$ cat src/rtl/core/atou_pkg.sv
// Package for the ASCII to unsigned integer parser.
// Types, widths and constants shared by front, queue, back and top level.
// No dependencies.
`default_nettype none

package atou_pkg;

    localparam int VALUE_BITS    = 64;
    localparam int POSITION_BITS = 16;
    localparam int RADIX_BITS    = 6;
    localparam int DIGIT_BITS    = 6;
    localparam int CHAR_BITS     = 8;
    localparam int CONSUMED_BITS = 16;
    localparam int PROD_BITS     = VALUE_BITS + RADIX_BITS;
    localparam int QUEUE_DEPTH   = 4;
    localparam int QPTR_BITS     = $clog2(QUEUE_DEPTH);
    localparam int QCNT_BITS     = $clog2(QUEUE_DEPTH + 1);
    localparam int OUT_BITS      = 88;

    localparam logic [RADIX_BITS-1:0] RADIX_RESET = RADIX_BITS'(10);
    localparam logic [RADIX_BITS-1:0] RADIX_AUTO  = RADIX_BITS'(0);
    localparam logic [RADIX_BITS-1:0] RADIX_BIN   = RADIX_BITS'(2);
    localparam logic [RADIX_BITS-1:0] RADIX_OCT   = RADIX_BITS'(8);
    localparam logic [RADIX_BITS-1:0] RADIX_DEC   = RADIX_BITS'(10);
    localparam logic [RADIX_BITS-1:0] RADIX_HEX   = RADIX_BITS'(16);
    localparam logic [RADIX_BITS-1:0] RADIX_MAX   = RADIX_BITS'(36);
    localparam logic [DIGIT_BITS-1:0] NO_DIGIT    = DIGIT_BITS'(36);

    localparam logic [POSITION_BITS-1:0] POS_MAX = '1;

    typedef enum logic [2:0] {
        PH_IDLE,
        PH_LEAD,
        PH_START,
        PH_ZERO,
        PH_PREFIX,
        PH_DIGITS,
        PH_DONE
    } t_phase;

    typedef struct packed {
        logic                  first;
        logic [DIGIT_BITS-1:0] digit;
        logic                  space;
        logic                  plus;
        logic                  minus;
        logic                  letter_x;
        logic                  letter_b;
    } t_item;

    typedef struct packed {
        logic                     bad_base;
        logic [CONSUMED_BITS-1:0] consumed;
        logic                     overflow;
        logic                     negative;
        logic [VALUE_BITS-1:0]    value;
    } t_result;

endpackage

`default_nettype wire

$ cat src/rtl/core/atou_front.sv
// Input side of the parser: takes character words and classifies them.
// Depends on atou_pkg.
`default_nettype none

module atou_front (
    input  wire logic                              s_axis_tvalid,
    output logic                                   s_axis_tready,
    input  wire logic [atou_pkg::CHAR_BITS-1:0]    s_axis_tdata,
    input  wire logic                              s_axis_tuser,
    input  wire logic                              i_full,
    output logic                                   o_push,
    output atou_pkg::t_item                        o_item
);
    import atou_pkg::*;

    logic [CHAR_BITS-1:0] w_ch;
    logic [CHAR_BITS-1:0] w_low;

    assign w_ch  = s_axis_tdata;
    assign w_low = w_ch | CHAR_BITS'(8'h20);

    assign s_axis_tready = !i_full;
    assign o_push        = s_axis_tvalid && !i_full;

    always_comb begin
        o_item.first    = s_axis_tuser;
        o_item.space    = (w_ch == 8'h20) || (w_ch >= 8'h09 && w_ch <= 8'h0d);
        o_item.plus     = (w_ch == 8'h2b);
        o_item.minus    = (w_ch == 8'h2d);
        o_item.letter_x = (w_low == 8'h78);
        o_item.letter_b = (w_low == 8'h62);
        priority if (w_ch >= 8'h30 && w_ch <= 8'h39) begin
            o_item.digit = DIGIT_BITS'(w_ch - 8'h30);
        end else if (w_ch >= 8'h41 && w_ch <= 8'h5a) begin
            o_item.digit = DIGIT_BITS'(w_ch - 8'h37);
        end else if (w_ch >= 8'h61 && w_ch <= 8'h7a) begin
            o_item.digit = DIGIT_BITS'(w_ch - 8'h57);
        end else begin
            o_item.digit = NO_DIGIT;
        end
    end

endmodule

`default_nettype wire

$ cat src/rtl/core/atou_queue.sv
// Short queue of classified character words between front and back.
// Depends on atou_pkg.
`default_nettype none

module atou_queue (
    input  wire logic      i_clk,
    input  wire logic      i_rst_n,
    input  wire logic      i_push,
    input  wire atou_pkg::t_item i_item,
    output logic           o_full,
    output logic           o_valid,
    output atou_pkg::t_item o_item,
    input  wire logic      i_pop
);
    import atou_pkg::*;

    t_item                r_mem [QUEUE_DEPTH];
    logic [QPTR_BITS-1:0] r_wr_ptr;
    logic [QPTR_BITS-1:0] n_wr_ptr;
    logic [QPTR_BITS-1:0] r_rd_ptr;
    logic [QPTR_BITS-1:0] n_rd_ptr;
    logic [QCNT_BITS-1:0] r_count;
    logic [QCNT_BITS-1:0] n_count;

    assign o_full  = (r_count == QCNT_BITS'(QUEUE_DEPTH));
    assign o_valid = (r_count != '0);
    assign o_item  = r_mem[r_rd_ptr];

    always_comb begin
        n_wr_ptr = i_push ? r_wr_ptr + 1'b1 : r_wr_ptr;
        n_rd_ptr = i_pop  ? r_rd_ptr + 1'b1 : r_rd_ptr;
        n_count  = r_count;
        if (i_push && !i_pop) begin
            n_count = r_count + 1'b1;
        end else if (!i_push && i_pop) begin
            n_count = r_count - 1'b1;
        end
    end

    always_ff @(posedge i_clk) begin
        if (i_push) begin
            r_mem[r_wr_ptr] <= i_item;
        end
    end

    always_ff @(posedge i_clk) begin
        if (!i_rst_n) begin
            r_wr_ptr <= '0;
            r_rd_ptr <= '0;
            r_count  <= '0;
        end else begin
            r_wr_ptr <= n_wr_ptr;
            r_rd_ptr <= n_rd_ptr;
            r_count  <= n_count;
        end
    end

endmodule

`default_nettype wire

$ cat src/rtl/core/atou_back.sv
// Parse sequencer: prefix handling, digit accumulation, result register.
// Holds the radix register. Depends on atou_pkg.
`default_nettype none

module atou_back (
    input  wire logic                              i_clk,
    input  wire logic                              i_rst_n,
    input  wire logic                              i_cfg_valid,
    input  wire logic [atou_pkg::RADIX_BITS-1:0]   i_cfg_data,
    input  wire logic                              i_valid,
    input  wire atou_pkg::t_item                   i_item,
    output logic                                   o_pop,
    output logic                                   o_res_valid,
    input  wire logic                              i_res_ready,
    output atou_pkg::t_result                      o_res
);
    import atou_pkg::*;

    logic [RADIX_BITS-1:0]    r_radix;
    t_phase                   r_phase;
    t_phase                   n_phase;
    logic [RADIX_BITS-1:0]    r_base;
    logic [RADIX_BITS-1:0]    n_base;
    logic [VALUE_BITS-1:0]    r_acc;
    logic [VALUE_BITS-1:0]    n_acc;
    logic                     r_sign;
    logic                     n_sign;
    logic                     r_ovf;
    logic                     n_ovf;
    logic [POSITION_BITS-1:0] r_pos;
    logic [POSITION_BITS-1:0] n_pos;
    logic [POSITION_BITS-1:0] r_cend;
    logic [POSITION_BITS-1:0] n_cend;
    logic                     r_out_valid;
    t_result                  r_out;
    t_result                  w_res;
    logic                     w_live;
    logic                     w_start;
    logic                     w_take;
    logic                     w_emit;
    logic                     w_bad;
    logic [PROD_BITS-1:0]     w_prod;

    assign o_pop       = i_valid && (!r_out_valid || i_res_ready);
    assign o_res_valid = r_out_valid;
    assign o_res       = r_out;

    always_comb begin
        n_phase = r_phase;
        n_base  = r_base;
        n_acc   = r_acc;
        n_sign  = r_sign;
        n_ovf   = r_ovf;
        n_pos   = r_pos;
        n_cend  = r_cend;
        w_live  = 1'b0;
        w_start = 1'b0;
        w_take  = 1'b0;
        w_emit  = 1'b0;
        w_bad   = 1'b0;
        w_prod  = '0;
        if (o_pop) begin
            w_live = 1'b1;
            if (i_item.first) begin
                n_base  = r_radix;
                n_acc   = '0;
                n_sign  = 1'b0;
                n_ovf   = 1'b0;
                n_pos   = '0;
                n_cend  = '0;
                n_phase = PH_LEAD;
                if (r_radix == RADIX_BITS'(1) || r_radix > RADIX_MAX) begin
                    w_emit  = 1'b1;
                    w_bad   = 1'b1;
                    w_live  = 1'b0;
                    n_phase = PH_DONE;
                end
            end else if (r_phase == PH_IDLE || r_phase == PH_DONE) begin
                w_live = 1'b0;
            end
        end
        if (w_live) begin
            n_pos = (n_pos == POS_MAX) ? n_pos : n_pos + 1'b1;
            unique case (n_phase)
                PH_LEAD: begin
                    priority if (i_item.space) begin
                        n_phase = PH_LEAD;
                    end else if (i_item.plus) begin
                        n_phase = PH_START;
                    end else if (i_item.minus) begin
                        n_sign  = 1'b1;
                        n_phase = PH_START;
                    end else begin
                        w_start = 1'b1;
                    end
                end
                PH_START: begin
                    w_start = 1'b1;
                end
                PH_ZERO: begin
                    priority if ((n_base == RADIX_AUTO || n_base == RADIX_HEX)
                                 && i_item.letter_x) begin
                        n_base  = RADIX_HEX;
                        n_phase = PH_PREFIX;
                    end else if ((n_base == RADIX_AUTO || n_base == RADIX_BIN)
                                 && i_item.letter_b) begin
                        n_base  = RADIX_BIN;
                        n_phase = PH_PREFIX;
                    end else begin
                        if (n_base == RADIX_AUTO) begin
                            n_base = RADIX_OCT;
                        end
                        w_take = 1'b1;
                    end
                end
                default: begin
                    w_take = 1'b1;
                end
            endcase
            if (w_start) begin
                if (i_item.digit == '0 && (n_base == RADIX_AUTO || n_base == RADIX_HEX
                                           || n_base == RADIX_BIN)) begin
                    n_cend  = n_pos;
                    n_phase = PH_ZERO;
                end else begin
                    if (n_base == RADIX_AUTO) begin
                        n_base = RADIX_DEC;
                    end
                    w_take = 1'b1;
                end
            end
            if (w_take) begin
                if (n_base < RADIX_BIN || RADIX_BITS'(i_item.digit) >= n_base) begin
                    w_emit  = 1'b1;
                    n_phase = PH_DONE;
                end else begin
                    w_prod = PROD_BITS'(n_acc) * PROD_BITS'(n_base)
                             + PROD_BITS'(i_item.digit);
                    if (!n_ovf) begin
                        if (w_prod[PROD_BITS-1:VALUE_BITS] != '0) begin
                            n_ovf = 1'b1;
                        end else begin
                            n_acc = w_prod[VALUE_BITS-1:0];
                        end
                    end
                    n_cend  = n_pos;
                    n_phase = PH_DIGITS;
                end
            end
        end
    end

    always_comb begin
        w_res.bad_base = w_bad;
        w_res.value    = w_bad ? '0 : (n_ovf ? '1 : n_acc);
        w_res.negative = !w_bad && (n_cend != '0) && n_sign;
        w_res.overflow = !w_bad && n_ovf;
        w_res.consumed = w_bad ? '0 : CONSUMED_BITS'(n_cend);
    end

    always_ff @(posedge i_clk) begin
        if (o_pop && w_emit) begin
            r_out <= w_res;
        end
    end

    always_ff @(posedge i_clk) begin
        if (!i_rst_n) begin
            r_radix     <= RADIX_RESET;
            r_phase     <= PH_IDLE;
            r_base      <= '0;
            r_acc       <= '0;
            r_sign      <= 1'b0;
            r_ovf       <= 1'b0;
            r_pos       <= '0;
            r_cend      <= '0;
            r_out_valid <= 1'b0;
        end else begin
            if (i_cfg_valid) begin
                r_radix <= i_cfg_data;
            end
            r_phase <= n_phase;
            r_base  <= n_base;
            r_acc   <= n_acc;
            r_sign  <= n_sign;
            r_ovf   <= n_ovf;
            r_pos   <= n_pos;
            r_cend  <= n_cend;
            if (o_pop && w_emit) begin
                r_out_valid <= 1'b1;
            end else if (i_res_ready) begin
                r_out_valid <= 1'b0;
            end
        end
    end

endmodule

`default_nettype wire

$ cat src/rtl/core/ascii_to_unsigned_integer.sv
// Streaming strtoul-style parser, top level.
// Instantiates atou_front, atou_queue and atou_back; depends on atou_pkg.
//
// Usage:
//   s_axis carries one character word per transfer: tdata[7:0] is the
//   character, tuser[0] marks the first character of a string. Code 0
//   ends a string; any character that cannot extend the number ends it.
//   m_axis carries one result word per parsed string, emitted on the
//   character that ends the number (or on the first character when the
//   radix is invalid). Characters after the result are dropped until the
//   next first-marked character.
//   The cfg channel writes the 6-bit radix; it is always ready and must
//   only be written while no string is in flight.
// Timing:
//   A result is registered in the back sequencer when the ending character
//   leaves the queue. Throughput is one character per cycle while m_axis
//   is not stalling; the sequencer's digit multiply-accumulate is combinational.
//   A four-word queue decouples input from the sequencer; when m_axis
//   stalls with a result held, the sequencer halts and s_axis_tready
//   drops once the queue fills.
// Reset: radix returns to 10, queue and result register empty.
`default_nettype none

module ascii_to_unsigned_integer (
    input  wire logic                              i_clk,
    input  wire logic                              i_rst_n,
    input  wire logic                              i_cfg_valid,
    output logic                                   o_cfg_ready,
    input  wire logic [atou_pkg::RADIX_BITS-1:0]   i_cfg_data,
    input  wire logic                              s_axis_tvalid,
    output logic                                   s_axis_tready,
    // [7:0] ch
    input  wire logic [atou_pkg::CHAR_BITS-1:0]    s_axis_tdata,
    // [0] first
    input  wire logic                              s_axis_tuser,
    output logic                                   m_axis_tvalid,
    input  wire logic                              m_axis_tready,
    // [63:0] value, [64] negative, [65] overflow, [81:66] consumed,
    // [82] bad_base, [87:83] zero
    output logic [atou_pkg::OUT_BITS-1:0]          m_axis_tdata
);
    import atou_pkg::*;

    t_item   w_push_item;
    t_item   w_head_item;
    t_result w_res;
    logic    w_push;
    logic    w_full;
    logic    w_head_valid;
    logic    w_pop;

    assign o_cfg_ready  = 1'b1;
    assign m_axis_tdata = OUT_BITS'(w_res);

    atou_front u_front (
        .s_axis_tvalid (s_axis_tvalid),
        .s_axis_tready (s_axis_tready),
        .s_axis_tdata  (s_axis_tdata),
        .s_axis_tuser  (s_axis_tuser),
        .i_full        (w_full),
        .o_push        (w_push),
        .o_item        (w_push_item)
    );

    atou_queue u_queue (
        .i_clk   (i_clk),
        .i_rst_n (i_rst_n),
        .i_push  (w_push),
        .i_item  (w_push_item),
        .o_full  (w_full),
        .o_valid (w_head_valid),
        .o_item  (w_head_item),
        .i_pop   (w_pop)
    );

    atou_back u_back (
        .i_clk       (i_clk),
        .i_rst_n     (i_rst_n),
        .i_cfg_valid (i_cfg_valid),
        .i_cfg_data  (i_cfg_data),
        .i_valid     (w_head_valid),
        .i_item      (w_head_item),
        .o_pop       (w_pop),
        .o_res_valid (m_axis_tvalid),
        .i_res_ready (m_axis_tready),
        .o_res       (w_res)
    );

    a_bad_base_empty: assert property (@(posedge i_clk) disable iff (!i_rst_n)
        m_axis_tvalid && w_res.bad_base |->
            w_res.value == '0 && w_res.consumed == '0 && !w_res.negative
            && !w_res.overflow)
        else $error("bad base result carries data");

    a_overflow_saturates: assert property (@(posedge i_clk) disable iff (!i_rst_n)
        m_axis_tvalid && w_res.overflow |-> w_res.value == '1)
        else $error("overflow result not saturated");

    a_negative_has_digits: assert property (@(posedge i_clk) disable iff (!i_rst_n)
        m_axis_tvalid && w_res.negative |-> w_res.consumed != '0)
        else $error("negative result without digits");

    a_pop_needs_head: assert property (@(posedge i_clk) disable iff (!i_rst_n)
        w_pop |-> w_head_valid && (!m_axis_tvalid || m_axis_tready))
        else $error("sequencer took a word it could not hold");

endmodule

`default_nettype wire
$ cat config.mk
export PLATFORM = sky130hd
export DESIGN_NAME = ascii_to_unsigned_integer
export DESIGN_NICKNAME = d
export VERILOG_FILES = /design/src/rtl/core/atou_pkg.sv /design/src/rtl/core/atou_front.sv /design/src/rtl/core/atou_queue.sv /design/src/rtl/core/atou_back.sv /design/src/rtl/core/ascii_to_unsigned_integer.sv
export SDC_FILE = /design/constraint.sdc
export NUM_CORES = 1
export LEC_CHECK = 0
export BUFFER_PORTS_ARGS = -buffer_cell sky130_fd_sc_hd__buf_2
export CORE_MARGIN = 5
export CORE_UTILIZATION = 45
export CTS_CLUSTER_DIAMETER = 100
export DETAILED_ROUTE_END_ITERATION = 7
export PLACE_DENSITY = 0.6
export SETUP_SLACK_MARGIN = 0.2
export SKIP_LAST_GASP = 1
export SLEW_MARGIN = 20
export SYNTH_ARGS = -nofsm -noshare
export SYNTH_HDL_FRONTEND = slang
export SYNTH_SLANG_ARGS = --single-unit
$ cat constraint.sdc
create_clock -name i_clk -period 30 [get_ports i_clk]
set_input_delay 4.5 -clock i_clk [delete_from_list [all_inputs] [get_ports i_clk]]
set_output_delay 4.5 -clock i_clk [all_outputs]
set_load 0.01 [all_outputs]
==> Word-level counts from Yosys, hierarchy flattened <==
Memory sizes are Yosys's and may differ from the RTL's. A register that Yosys moved wholly into a read port is not among the register bits.
Cells that the tools add are included.
{ "word_totals": {"reg_bits": 204, "ram_bits": 48, "output_inout_bits": 91, "word_cells": 185, "mem_count": 1} }
{ "op_classes": {"addsub": 9, "n_mul": 1, "magnitude_cmp": 11, "n_eq_ne": 16, "muxes": 91, "n_reduce_logical": 39} }
{ "memory_table": {"columns": ["name", "words", "word_bits", "rd", "rd_ports_with_merged_regs", "wr", "line", "text"], "rows": [
  ["u_queue.r_mem", 4, 12, 1, 1, 1, "atou_queue.sv:17", "t_item r_mem [QUEUE_DEPTH];"]
]} }
{ "op_table": {"columns": ["cell", "count"], "rows": [
  ["$mux W64", 8],
  ["$mux W16", 11],
  ["$mux W6", 15],
  ["$add A70 B6 Y70", 1],
  ["$mul A64 B6 Y70", 1],
  ["$mux W3", 14],
  ["$mux W1", 37],
  ["$eq A8 B6 Y1 const B", 3],
  ["$logic_not A6 Y1", 3],
  ["$add A16 B1 Y16 const B", 1],
  ["$eq A16 B16 Y1 const B", 1],
  ["$ge A8 B7 Y1 const B", 2],
  ["$le A8 B7 Y1 const B", 2],
  ["$reduce_bool A16 Y1", 1],
  ["$logic_and A1 B1 Y1", 15],
  ["$eq A7 B6 Y1 const B", 2],
  ["$eq A6 B2 Y1 const B", 2],
  ["$eq A6 B5 Y1 const B", 2],
  ["$sub A6 B6 Y6 const B", 2],
  ["$logic_or A1 B1 Y1", 9],
  ["$ge A8 B4 Y1 const B", 1],
  ["$ge A8 B6 Y1 const B", 1],
  ["$le A8 B4 Y1 const B", 1],
  ["$le A8 B6 Y1 const B", 1],
  ["20 further kinds", 31]
]} }

==> Depth between registers and ports, before layout <==
Gate-level depths: netlist of the first run.
{ "depth": {"word_depth": 27, "mapped_depth": 35, "depth_no_buf": 30} }

==> Modules after synthesis <==
A second synthesis of the first run with hierarchy kept.
{ "hier_totals": {"cells_unflattened": 2514, "area_unflattened_um2": 24451.0} }
{ "by_module_without_submodules": {"columns": ["module", "instances", "cells_each", "area_each_um2"], "rows": [
  ["atou_back", 1, 2324, 21692.1],
  ["atou_queue", 1, 105, 2182.1],
  ["atou_front", 1, 77, 524.3],
  ["ascii_to_unsigned_integer", 1, 8, 52.6]
]} }

==> Least setup slack after synthesis of the first run <==
OpenSTA, ideal clock, no wires.
{ "synth_path": {"path_type": "input-to-reg", "start": "input port m_axis_tready", "end": "register u_back.r_out, in the netlist u_back.o_res[55] (data pin)", "setup_ps": 274, "t_arrival_ps": 12226, "path_slack_ps": 17500, "path_stages": 34, "path_cell_list": "nand2b_1 -> clkbuf_1 -> nand3_1 -> mux2i_1 -> nand4_1 -> o31ai_2 -> or2_1 -> nor2_1 -> nor2_1 -> clkbuf_1 -> clkbuf_1 -> nor2_1 -> fa_1 -> inv_1 -> fa_1 -> inv_1 -> fa_1 -> inv_1 -> fa_1 -> inv_1 -> ha_1 -> o21ai_0 -> o21bai_1 -> a21bo_2 -> and4_1 -> o2111ai_1 -> a2111oi_0 -> o21a_1 -> o211ai_1 -> nor4b_2 -> buf_4 -> clkbuf_1 -> a21o_1 -> nand3_1"} }
{ "synth_between": {"elab_chain_len": 26, "elab_cells_between_ends": 59, "cone_classes": "add/sub (1); mul (1); order compare (2); eq/ne (7); mux (34); reduce/logical (14)"} }
{ "synth_lines": {"columns": ["element", "line", "text"], "rows": [
  ["start, declared", "ascii_to_unsigned_integer.sv:37", "input wire logic m_axis_tready,"],
  ["$logic_or A1 B1 Y1 (*)", "atou_back.sv:44", "assign o_pop = i_valid && (!r_out_valid || i_res_ready);"],
  ["$logic_and A1 B1 Y1 (*)", "atou_back.sv:44", null],
  ["$mux W6", "atou_back.sv:62", "if (o_pop) begin"],
  ["$eq A6 B2 Y1 / $logic_not A6 Y1 (equally long branches)", "atou_back.sv:105, atou_back.sv:101, atou_back.sv:110", null],
  ["$logic_or A1 B1 Y1", "atou_back.sv:105", "end else if ((n_base == RADIX_AUTO || n_base == RADIX_BIN)"],
  ["$logic_and A1 B1 Y1", "atou_back.sv:106", "&& i_item.letter_b) begin"],
  ["$mux W6", "atou_back.sv:105", null],
  ["$mux W6", "atou_back.sv:101", "priority if ((n_base == RADIX_AUTO || n_base == RADIX_HEX)"],
  ["[... 10 more ...]", null, null],
  ["$add A70 B6 Y70", "atou_back.sv:138", "+ PROD_BITS'(i_item.digit);"],
  ["$reduce_bool A6 Y1", "atou_back.sv:140", "if (w_prod[PROD_BITS-1:VALUE_BITS] != '0) begin"],
  ["$mux W64 / $mux W1 (equally long branches)", "atou_back.sv:140", null],
  ["$mux W64 / $mux W1 (equally long branches)", "atou_back.sv:139", "if (!n_ovf) begin"],
  ["$mux W64 / $mux W1 (equally long branches)", "atou_back.sv:133", "if (n_base < RADIX_BIN || RADIX_BITS'(i_item.digit) >= n_base) begin"],
  ["$mux W64 / $mux W1 (equally long branches)", "atou_back.sv:132", "if (w_take) begin"],
  ["$mux W64 / $mux W1 (equally long branches)", "atou_back.sv:82", "if (w_live) begin"],
  ["$mux W64", "atou_back.sv:155", "w_res.value = w_bad ? '0 : (n_ovf ? '1 : n_acc);"],
  ["end signal, assigned", "atou_back.sv:163", "r_out <= w_res;"],
  ["end, declared", "atou_back.sv:35", "t_result r_out;"]
]} }
Every way passes the cells marked *; elsewhere a longest branch is shown, timed or not. The select of a mux whose other input is x is not followed.
A chain may end at the register's enable or synchronous reset.

==> Worst setup path in the final report of the first run <==
{ "layout_path": {"start": "input port m_axis_tready", "end": "register u_back.r_out, in the netlist u_back.o_res[18] (data pin)"} }
Same word-level chain as after synthesis.

==> results of run 1 <==
[cells by family after synthesis]
family | count (synthesis) | synth area share
AO/OA/AOI/OAI | 516 | 0.139
multiplexers | 31 | 0.0201
flip-flops | 254 | 0.267
buffers and inverters | 264 | 0.0460
adder cells (fa/ha/maj) | 421 | 0.299
AND/OR/NAND/NOR | 1013 | 0.198
other | 2 | 0.000313
XOR/XNOR | 83 | 0.0303
[how the worst min path moves through the flow]
stage	to	slack [ps]	depth (start not counted)
after floorplan	u_queue.r_count[2]	470	2
after global placement	u_queue.r_count[2]	480	2
after detailed placement	u_back.r_cend[1]	520	2
after CTS	u_queue.r_count[2]	530	2
after global routing	u_queue.r_count[2]	560	2
final	u_back.r_cend[1]	520	2
[critical path: cells and delay by family]
family	cells	cell delay, ps
buffers and inverters	11	3910
AO/OA/AOI/OAI	10	2890
adder cells (fa/ha/maj)	5	2400
AND/OR/NAND/NOR	9	1560
multiplexers	1	450
[through the flow]
stage	hold slack (ps)	power [uW]	util	area [um^2]
6_report	524	1410	0.491	25900
5_1_grt	560	1490	0.491	25900
2_1_floorplan	467	842	-	24000
3_3_place_gp	483	1030	0.471	24800
3_5_place_dp	515	1040	0.471	24800
4_1_cts	528	1420	0.490	25800
[layout make-up]
class                           instances  area, um^2  area share
Tap cell                              688         861      0.0333
Inverter                               91         345      0.0134
Multi-Input combinational cell       2070       16500       0.640
Sequential cell                       254        6400       0.247
Clock inverter                         19         166     0.00643
Clock buffer                           39         836      0.0323
Timing Repair Buffer                  125         718      0.0278
[synth_stat cells (12+ instances only)]
library cell,instances
a211oi_1,20
a21o_1,118
a21oi_1,183
a31oi_1,13
and2_1,28
and3_1,89
buf_1,15
buf_2,13
buf_4,15
clkbuf_1,125
dfxtp_1,123
edfxtp_1,131
fa_1,253
ha_1,168
inv_1,89
mux2i_1,15
nand2_1,177
nand3_1,111
nand4_1,84
nor2_1,418
nor3_1,22
nor4_1,12
o21ai_0,72
o21bai_1,15
or2_2,13
or3_1,13
xnor2_1,47
xor2_1,36
[layout by cell type (no fill, tap or decap), types with 10 or more instances in the layout]
| cell | count |
|---|---|
| mux4_2 | 11 |
| a31oi_1 | 13 |
| or2_2 | 13 |
| a211oi_1 | 20 |
| inv_1 | 87 |
| ha_1 | 168 |
| o21bai_1 | 15 |
| and2_1 | 27 |
| nor4_1 | 11 |
| nand2_1 | 176 |
| a21oi_1 | 183 |
| mux2i_1 | 14 |
| nor2_1 | 416 |
| nand4_1 | 84 |
| nand2b_1 | 11 |
| nor3_1 | 22 |
| clkbuf_16 | 31 |
| o211ai_1 | 10 |
| xor2_1 | 36 |
| and3_1 | 88 |
| buf_2 | 104 |
| o21ai_0 | 72 |
| buf_4 | 19 |
| fa_1 | 253 |
| a21o_1 | 118 |
| nand3_1 | 110 |
| xnor2_1 | 47 |
| edfxtp_1 | 131 |
| or3_1 | 13 |
| dfxtp_1 | 122 |
[routing by layer]
metal	vias to the layer above	GRT usage
li1	9053	-
met1	9745	0.315
met2	653	0.374
met3	137	0.0382
met4	0	0.0803
met5	-	0
[state kept, by name (all words and copies together) (netlist names), 2 cells and up, named ones only]
signal,cells
u_back.o_res,83
u_back.r_acc,64
u_back.r_base,6
u_back.r_cend,16
u_back.r_phase,3
u_back.r_pos,16
u_back.r_radix,6
u_queue.r_count,3
u_queue.r_mem,48
u_queue.r_rd_ptr,2
u_queue.r_wr_ptr,2
[power breakdown]
group	switching, uW	internal (uW)
Combinational	387	142
Sequential	42.0	467
Clock	162	214
Total	590	824
==> flow_summary.ini, run 1 <==
[critical_path]
setup.worst_path.start_class = primary input
crit_slowest_cell = buf_4
required_ps = 30320
path_common_cell = buf_4
crit_end = u_back.o_res[18]
slowest_delay_ps = 760
cp-end-kind = register
path_class = primary input to register
r2r_slack_ps = 17250
r2r_cells = 35
r2r-end = u_back.o_res[18]
crit_start = m_axis_tready
arrival_ps = 15820
path_max_fanout = 68

[detailed_routing]
topRoutingLayerUsed = met4
met1_length_um = 28900
vias = 19600
viasPerCell = 5.96
drt_pre_antenna_iters = 5
finalWirelength_um = 66400
dr_wl_met3_um = 4410
drt_iter0_markers = 1256
route.met2.wl_um = 30800
antenna_left = 0
wl_per_cell_um = 20.2
route.detailed.drc = 0

[finish]
fin_nets = 3014
n_antenna_cell = 0
final_cells = 3286
final_layout_size_suffix_gt1_frac = 0.0901
fillCellCount = 4930
area_growth_pct = 7.98

[power_and_ir_drop]
power_density_mw_per_mm2 = 54.7
leakage_uw = 0.0123
ir_drop_v = 0.0000881

[synth]
yosysTopAreaCell = fa_1
synth_seq_area_share = 0.267
synth_area_mm2 = 0.0240
synth_top_area_frac = 0.211
syn_area_per_cell_um2 = 9.27
synth_cell_types = 86
yosys_most_used_dff = edfxtp_1
synth-warning-count = 0
synth_cells = 2584
ys_ff_latch = 254
async_flop_share = 0
synth_enable_flop_cells = 131
synth_area_leaders = fa_1 21%, edfxtp_1 16%, dfxtp_1 10%

[cts]
cts_sinks = 254
cts_resized = 0
clock_path_buffers = 3
cts-root-buf = clkbuf_16
clk_pin_slew_ps = 60
tritoncts = built
cts_htree_levels = 1
holdBufCountCts = 0
numCtsBuffers = 31
cts_setup_buffers = 0
clock_latency_ps = 620

[global_route]
gr-total-overflow = 0
grt_max_degree = 104
grt_first_pass_wirelength_um = 109000
first_global_vias = 20300
antenna_found_initial = 0
grt_usage = 0.230

[floorplan]
start_util = 0.455
ioPinCount = 111
die-width_um = 241
core-area_mm2 = 0.0527
die_h_um = 241
row_count = 84
die-area_mm2 = 0.0579

[sta]
rsz0062_at_grt = false
final_max_slew_viol_count = 0
worstMarginPinSlew_ps = 1070
fin_tns_setup_ps = 0
finClkSkew_ps = 23.3
finalSetupViolCount = 0
relSlewSlack = 0.289
fin_ws_ps = 14500
finalHoldViolCount = 0
finalCriticalPeriod_ps = 15500
max_freq_ghz = 0.0645
finalCritPeriodShare = 0.517

[flow_run]
cap_violations = 0

[place]
io_buffers = 104
dp_slack_ps = 13960
routabilityCongestion = 0.916
place_hpwl_um = 48100
post-place-cells = 3226

[hold_path]
min_path_type = register to register
hp-start = u_back.r_cend[1]

[run_status]
status = finished clean
Power figures use the tool's default switching activity.
==> run 2: changes to the inputs <==
--- a/config.mk
+++ b/config.mk
@@ -5,12 +5,13 @@
 export SDC_FILE = /design/constraint.sdc
 export NUM_CORES = 1
 export LEC_CHECK = 0
+export ABC_AREA = 1
 export BUFFER_PORTS_ARGS = -buffer_cell sky130_fd_sc_hd__buf_2
 export CORE_MARGIN = 5
 export CORE_UTILIZATION = 45
 export CTS_CLUSTER_DIAMETER = 100
 export DETAILED_ROUTE_END_ITERATION = 7
-export PLACE_DENSITY = 0.6
+export PLACE_DENSITY = 0.63
 export SETUP_SLACK_MARGIN = 0.2
 export SKIP_LAST_GASP = 1
 export SLEW_MARGIN = 20
==> constraint.sdc (replaced) <==
create_clock -name i_clk -period 14 [get_ports i_clk]
set_input_delay 2.1 -clock i_clk [delete_from_list [all_inputs] [get_ports i_clk]]
set_output_delay 2.1 -clock i_clk [all_outputs]
set_load 0.01 [all_outputs]
==> run 2 against run 1 <==
  * Register-to-register slack lost 15000 ps
  * Cell area down 0.46%
  * Sequential share of layout area up 0.11 points
  * Largest power group unchanged
  * Sequential power is 150% higher
  * Power rose to 3.5 times the previous value
  * Sequential cell count did not move
  * Synthesized cell count up 12%
  * Utilization is 0.069 points higher
  * Combinational power increased to 5.5 times the previous value
  * Synthesized area fell by 1.1%
  * Clock power is 110% higher
==> flow_summary.ini, run 2 <==
[synth]
synth.most_common_cell = nor2_1
synth_enable_flop_cells = 131
synth_adder_area_share = 0.303
ys_ff_latch = 254
synth_area_mm2 = 0.0237
yosysTopAreaCell = fa_1
synth_area_leaders = fa_1 21%, edfxtp_1 17%, dfxtp_1 10%
synth_cell_types = 62
syn_area_per_cell_um2 = 8.18
synth-warning-count = 0
ys_top_cells_by_count = 628 x nor2_1, 489 x nand2_1, 275 x inv_1, 253 x fa_1, 174 x a21oi_1
synth_compound_area_frac = 0.108
synth_top_area_frac = 0.214
synth_xor_area_frac = 0.0292
yosys.area_share.simple = 0.223
synth_top_family_by_area = adder cells
synth_seq_area_share = 0.270
muxShareOfSynthArea = 0
yosys_most_used_dff = edfxtp_1
async_flop_share = 0
synth_cells = 2896

[critical_path]
path_max_fanout = 117
setup.worst_path.start_class = primary input
path_common_cell = nand2_1
cp-end-kind = register
path_class = primary input to register
arrival_ps = 12200
crit_slowest_cell = nand2_4
required_ps = 14350
slowest_delay_ps = 580

[global_route]
first_global_vias = 19800
grt_usage = 0.214
grt_first_pass_wirelength_um = 102000
gr-total-overflow = 0
antenna_found_initial = 1
grt_max_degree = 118

[sta]
max_freq_ghz = 0.0844
fin_ws_ps = 2150
finalCriticalPeriod_ps = 11850
final_max_slew_viol_count = 0
finalCritPeriodShare = 0.847
worstMarginPinSlew_ps = 1060
timing.hold.ws_ps = 466
fin_tns_setup_ps = 0
relSlewSlack = 0.291
finalSetupViolCount = 0
finClkSkew_ps = 33.9
rsz0062_at_grt = false
finalHoldViolCount = 0

[detailed_routing]
dr_wl_met3_um = 3550
vias = 19600
route.detailed.drc = 0
antenna_left = 0
topRoutingLayerUsed = met4
drt_iter0_markers = 1299
drt_pre_antenna_iters = 8
viasPerCell = 5.38
finalWirelength_um = 61300
met1_length_um = 28000
wl_per_cell_um = 16.8
route.met2.wl_um = 28100

[finish]
final_layout_size_suffix_gt1_frac = 0.0859
fillCellCount = 5051
area_growth_pct = 8.69
final_common_cell = nor2_1
multiInputGateArea_mm2 = 0.0158
most-common-layout-cells = 626 x nor2_1, 489 x nand2_1, 274 x inv_1
fin_area_mm2 = 0.0257
fin_nets = 3385
n_antenna_cell = 0
largest_reg_flops = 83
seqCellArea_mm2 = 0.00640

[place]
routabilityCongestion = 0.900
dp_slack_ps = 1410
placed_cell_area_mm2 = 0.0248
io_buffers = 104
place_hpwl_um = 46500

[power_and_ir_drop]
seq_power_share = 0.255
power_density_mw_per_mm2 = 194
pwr-share-comb = 0.586
power_frac_clock = 0.158
power.internal_uw = 2510
leakage_uw = 0.0128
ir_drop_v = 0.000145
p_sw_uw = 2480
sw_frac_of_total = 0.497

[cts]
holdBufCountCts = 0
clk_pin_slew_ps = 60
cts_htree_levels = 1
cts_sinks = 254
clock_path_buffers = 3
clock_latency_ps = 610
cts_setup_buffers = 0
cts_resized = 0
numCtsBuffers = 29
cts-root-buf = clkbuf_16
tritoncts = built

[floorplan]
start_util = 0.453
row_count = 84
die_h_um = 239
ioPinCount = 111
die-area_mm2 = 0.0573
core-area_mm2 = 0.0523
die-width_um = 239

[run_status]
status = finished clean

[flow_run]
cap_violations = 0

[hold_path]
min_path_type = register to register
## run 2: cell types whose count changed in the layout (fill, tap and decap cells not counted), sizes merged, moves of 16 or more
cell	before	now
xnor2	47	30
nand4	84	21
a21o	118	3
nand2	177	510
inv	91	289
and3	90	3
mux2i	16	0
nand3	112	60
and2	28	1
o21ai	72	183
nor2	419	657
## run 2: power by group through the flow
| stage | clock network [uW] | logic (uW) | registers, uW |
|---|---|---|---|
| after floorplan | 0 | 2060 | 1380 |
| after global placement | 0 | 2880 | 1290 |
| after detailed placement | 0 | 2930 | 1290 |
| after CTS | 811 | 2960 | 1280 |
| after global routing | 842 | 3310 | 1300 |
| final | 792 | 2930 | 1270 |
## run 2: area by class of cell
cell class,instances,share of cell area
Multi-Input combinational cell,2254,0.612
Timing Repair Buffer,117,0.0250
Inverter,288,0.0423
Clock buffer,38,0.0307
Sequential cell,254,0.248
Clock inverter,16,0.00773
Tap cell,688,0.0334
## run 2: logic make-up after synthesis
group,Yosys count
compound gates,453
other cells,2
buf+inv,392
simple gates,1295
flops,254
fa+ha+maj,421
xor+xnor,79
## run 2: per-layer routing
metal	global-route usage	vias up
li1	-	9454
met1	0.303	9546
met2	0.347	545
met3	0.0299	103
met4	0.0602	0
met5	0	-
## run 2: critical path, delay by kind of cell
kind	cells	cell delay, ps
fa+ha+maj	5	2430
buf+inv	11	1510
simple gates	32	5100
compound gates	4	870
## run 2: metrics by stage
stage | utilization | total power (uW) | instances
floorplan | - | 3440 | 2900
global placement | 0.473 | 4160 | 3601
detailed placement | 0.473 | 4220 | 3601
CTS | 0.492 | 5040 | 3655
global route | 0.492 | 5450 | 3655
finish | 0.492 | 5000 | 3655
## run 2: worst paths after layout
kind	from	to	slack, ps	depth (start not counted)
worst max-delay path	m_axis_tready	u_back.o_res[60]	2150	52
worst max register to register	register	u_back.o_res[60]	2660	52
worst min register to register	u_queue.r_rd_ptr[1]	register	470	2
worst min-delay path	u_queue.r_rd_ptr[1]	register	470	2
==> run 3: changes to the inputs <==
--- a/config.mk
+++ b/config.mk
@@ -11,7 +11,7 @@
 export CORE_UTILIZATION = 45
 export CTS_CLUSTER_DIAMETER = 100
 export DETAILED_ROUTE_END_ITERATION = 7
-export PLACE_DENSITY = 0.63
+export PLACE_DENSITY = 0.6
 export SETUP_SLACK_MARGIN = 0.2
 export SKIP_LAST_GASP = 1
 export SLEW_MARGIN = 20
==> constraint.sdc (replaced) <==
create_clock -name i_clk -period 12.4 [get_ports i_clk]
set_input_delay 1.86 -clock i_clk [delete_from_list [all_inputs] [get_ports i_clk]]
set_output_delay 1.86 -clock i_clk [all_outputs]
set_load 0.01 [all_outputs]
==> run 3 against run 2 <==
  * Clock power up 17%
  * Wire length up 2.8%
  * Cell area up 0.37%
  * Sequential power up 13%
  * Largest power group unchanged
==> flow_summary.ini, run 3 (synthesis gave the netlist of run 2 again) <==
[detailed_routing]
wl_per_cell_um = 17.2
viasPerCell = 5.36
drt_pre_antenna_iters = 5
vias = 19600
antenna_left = 0
route.detailed.drc = 0
finalWirelength_um = 63100
drt_iter0_markers = 1197

[floorplan]
die_h_um = 239
die-width_um = 239
core-area_mm2 = 0.0523
row_count = 84
ioPinCount = 111
start_util = 0.453
die-area_mm2 = 0.0573

[cts]
cts_setup_buffers = 0
holdBufCountCts = 0
clock_latency_ps = 610
tritoncts = built
cts_htree_levels = 1
cts-root-buf = clkbuf_16
cts_sinks = 254
numCtsBuffers = 30
cts_resized = 0
clock_path_buffers = 3
clk_pin_slew_ps = 60

[critical_path]
setup.worst_path.start_class = primary input
cp-end-kind = register
path_class = primary input to register
required_ps = 12720
path_max_fanout = 64
arrival_ps = 10920
crit_slowest_cell = o21ai_0
slowest_delay_ps = 650
path_common_cell = nand2_1

[hold_path]
min_path_type = register to register

[run_status]
status = finished clean

[sta]
final_max_slew_viol_count = 0
max_freq_ghz = 0.0943
relSlewSlack = 0.313
fin_tns_setup_ps = 0
worstMarginPinSlew_ps = 1030
finalCriticalPeriod_ps = 10600
finClkSkew_ps = 20.4
finalCritPeriodShare = 0.855
finalHoldViolCount = 0
rsz0062_at_grt = false
finalSetupViolCount = 0

[flow_run]
cap_violations = 0

[global_route]
grt_usage = 0.220
grt_max_degree = 69
gr-total-overflow = 0
antenna_found_initial = 0
first_global_vias = 19900
grt_first_pass_wirelength_um = 105000

[place]
io_buffers = 104
placed_cell_area_mm2 = 0.0248
place_hpwl_um = 48600
routabilityCongestion = 0.909

[finish]
area_growth_pct = 9.10
final_common_cell = nor2_1
n_antenna_cell = 0
fillCellCount = 5132
seqCellArea_mm2 = 0.00640
final_layout_size_suffix_gt1_frac = 0.0890
fin_nets = 3393
fin_util = 0.494
multiInputGateArea_mm2 = 0.0158
fin_area_mm2 = 0.0258
most-common-layout-cells = 628 x nor2_1, 489 x nand2_1, 274 x inv_1
largest_reg_flops = 83

[power_and_ir_drop]
power_density_mw_per_mm2 = 221
ir_drop_v = 0.000190
leakage_uw = 0.0129
## run 3: final timing paths
kind,start,to,slack (ps),cells after the start
min reg2reg,u_queue.r_rd_ptr[1],register,470,2
max,m_axis_tready,u_back.o_res[62],1800,45
min,u_queue.r_rd_ptr[1],register,470,2
max reg2reg,register,u_back.o_res[62],2020,43
## run 3: worst max-delay path: cells and delay by family
kind,cells,cell delay [ps]
AO/OA/AOI/OAI,9,2670
AND/OR/NAND/NOR,20,2570
adder cells (fa/ha/maj),5,2410
buffers and inverters,10,1160
XOR/XNOR,1,210
## run 3: where the power goes
part	internal (uW)	switching [uW]
Clock	540	384
Sequential	1330	111
Combinational	1000	2350
Total	2870	2840
## run 3: per-layer routing
layer  up-vias  GRT usage  share of wire  wire, um
met5         -          0              0         0
met4         0     0.0476          0.018      1150
met3        89     0.0257          0.050      3180
met2       502      0.354           0.45     28600
met1      9577      0.323           0.48     30200
li1       9481          -              -         -
## run 3: area by class of cell
cell class	count	area share
clock buffer	38	0.0321
clock inverter	18	0.00838
inverter	288	0.0422
multi-input combinational	2254	0.610
sequential	254	0.247
tap	688	0.0333
timing repair buffer	124	0.0264
## run 3: per-stage QoR
step           hold slack [ps]  total power, uW  setup WS, ps  instances
2_1_floorplan              436             3890           851       2900
3_3_place_gp               453             4760          1260       3608
3_5_place_dp               462             4810          1180       3608
4_1_cts                    468             5780          1790       3664
5_1_grt                    493             6210           894       3664
6_report                   466             5710          1800       3664
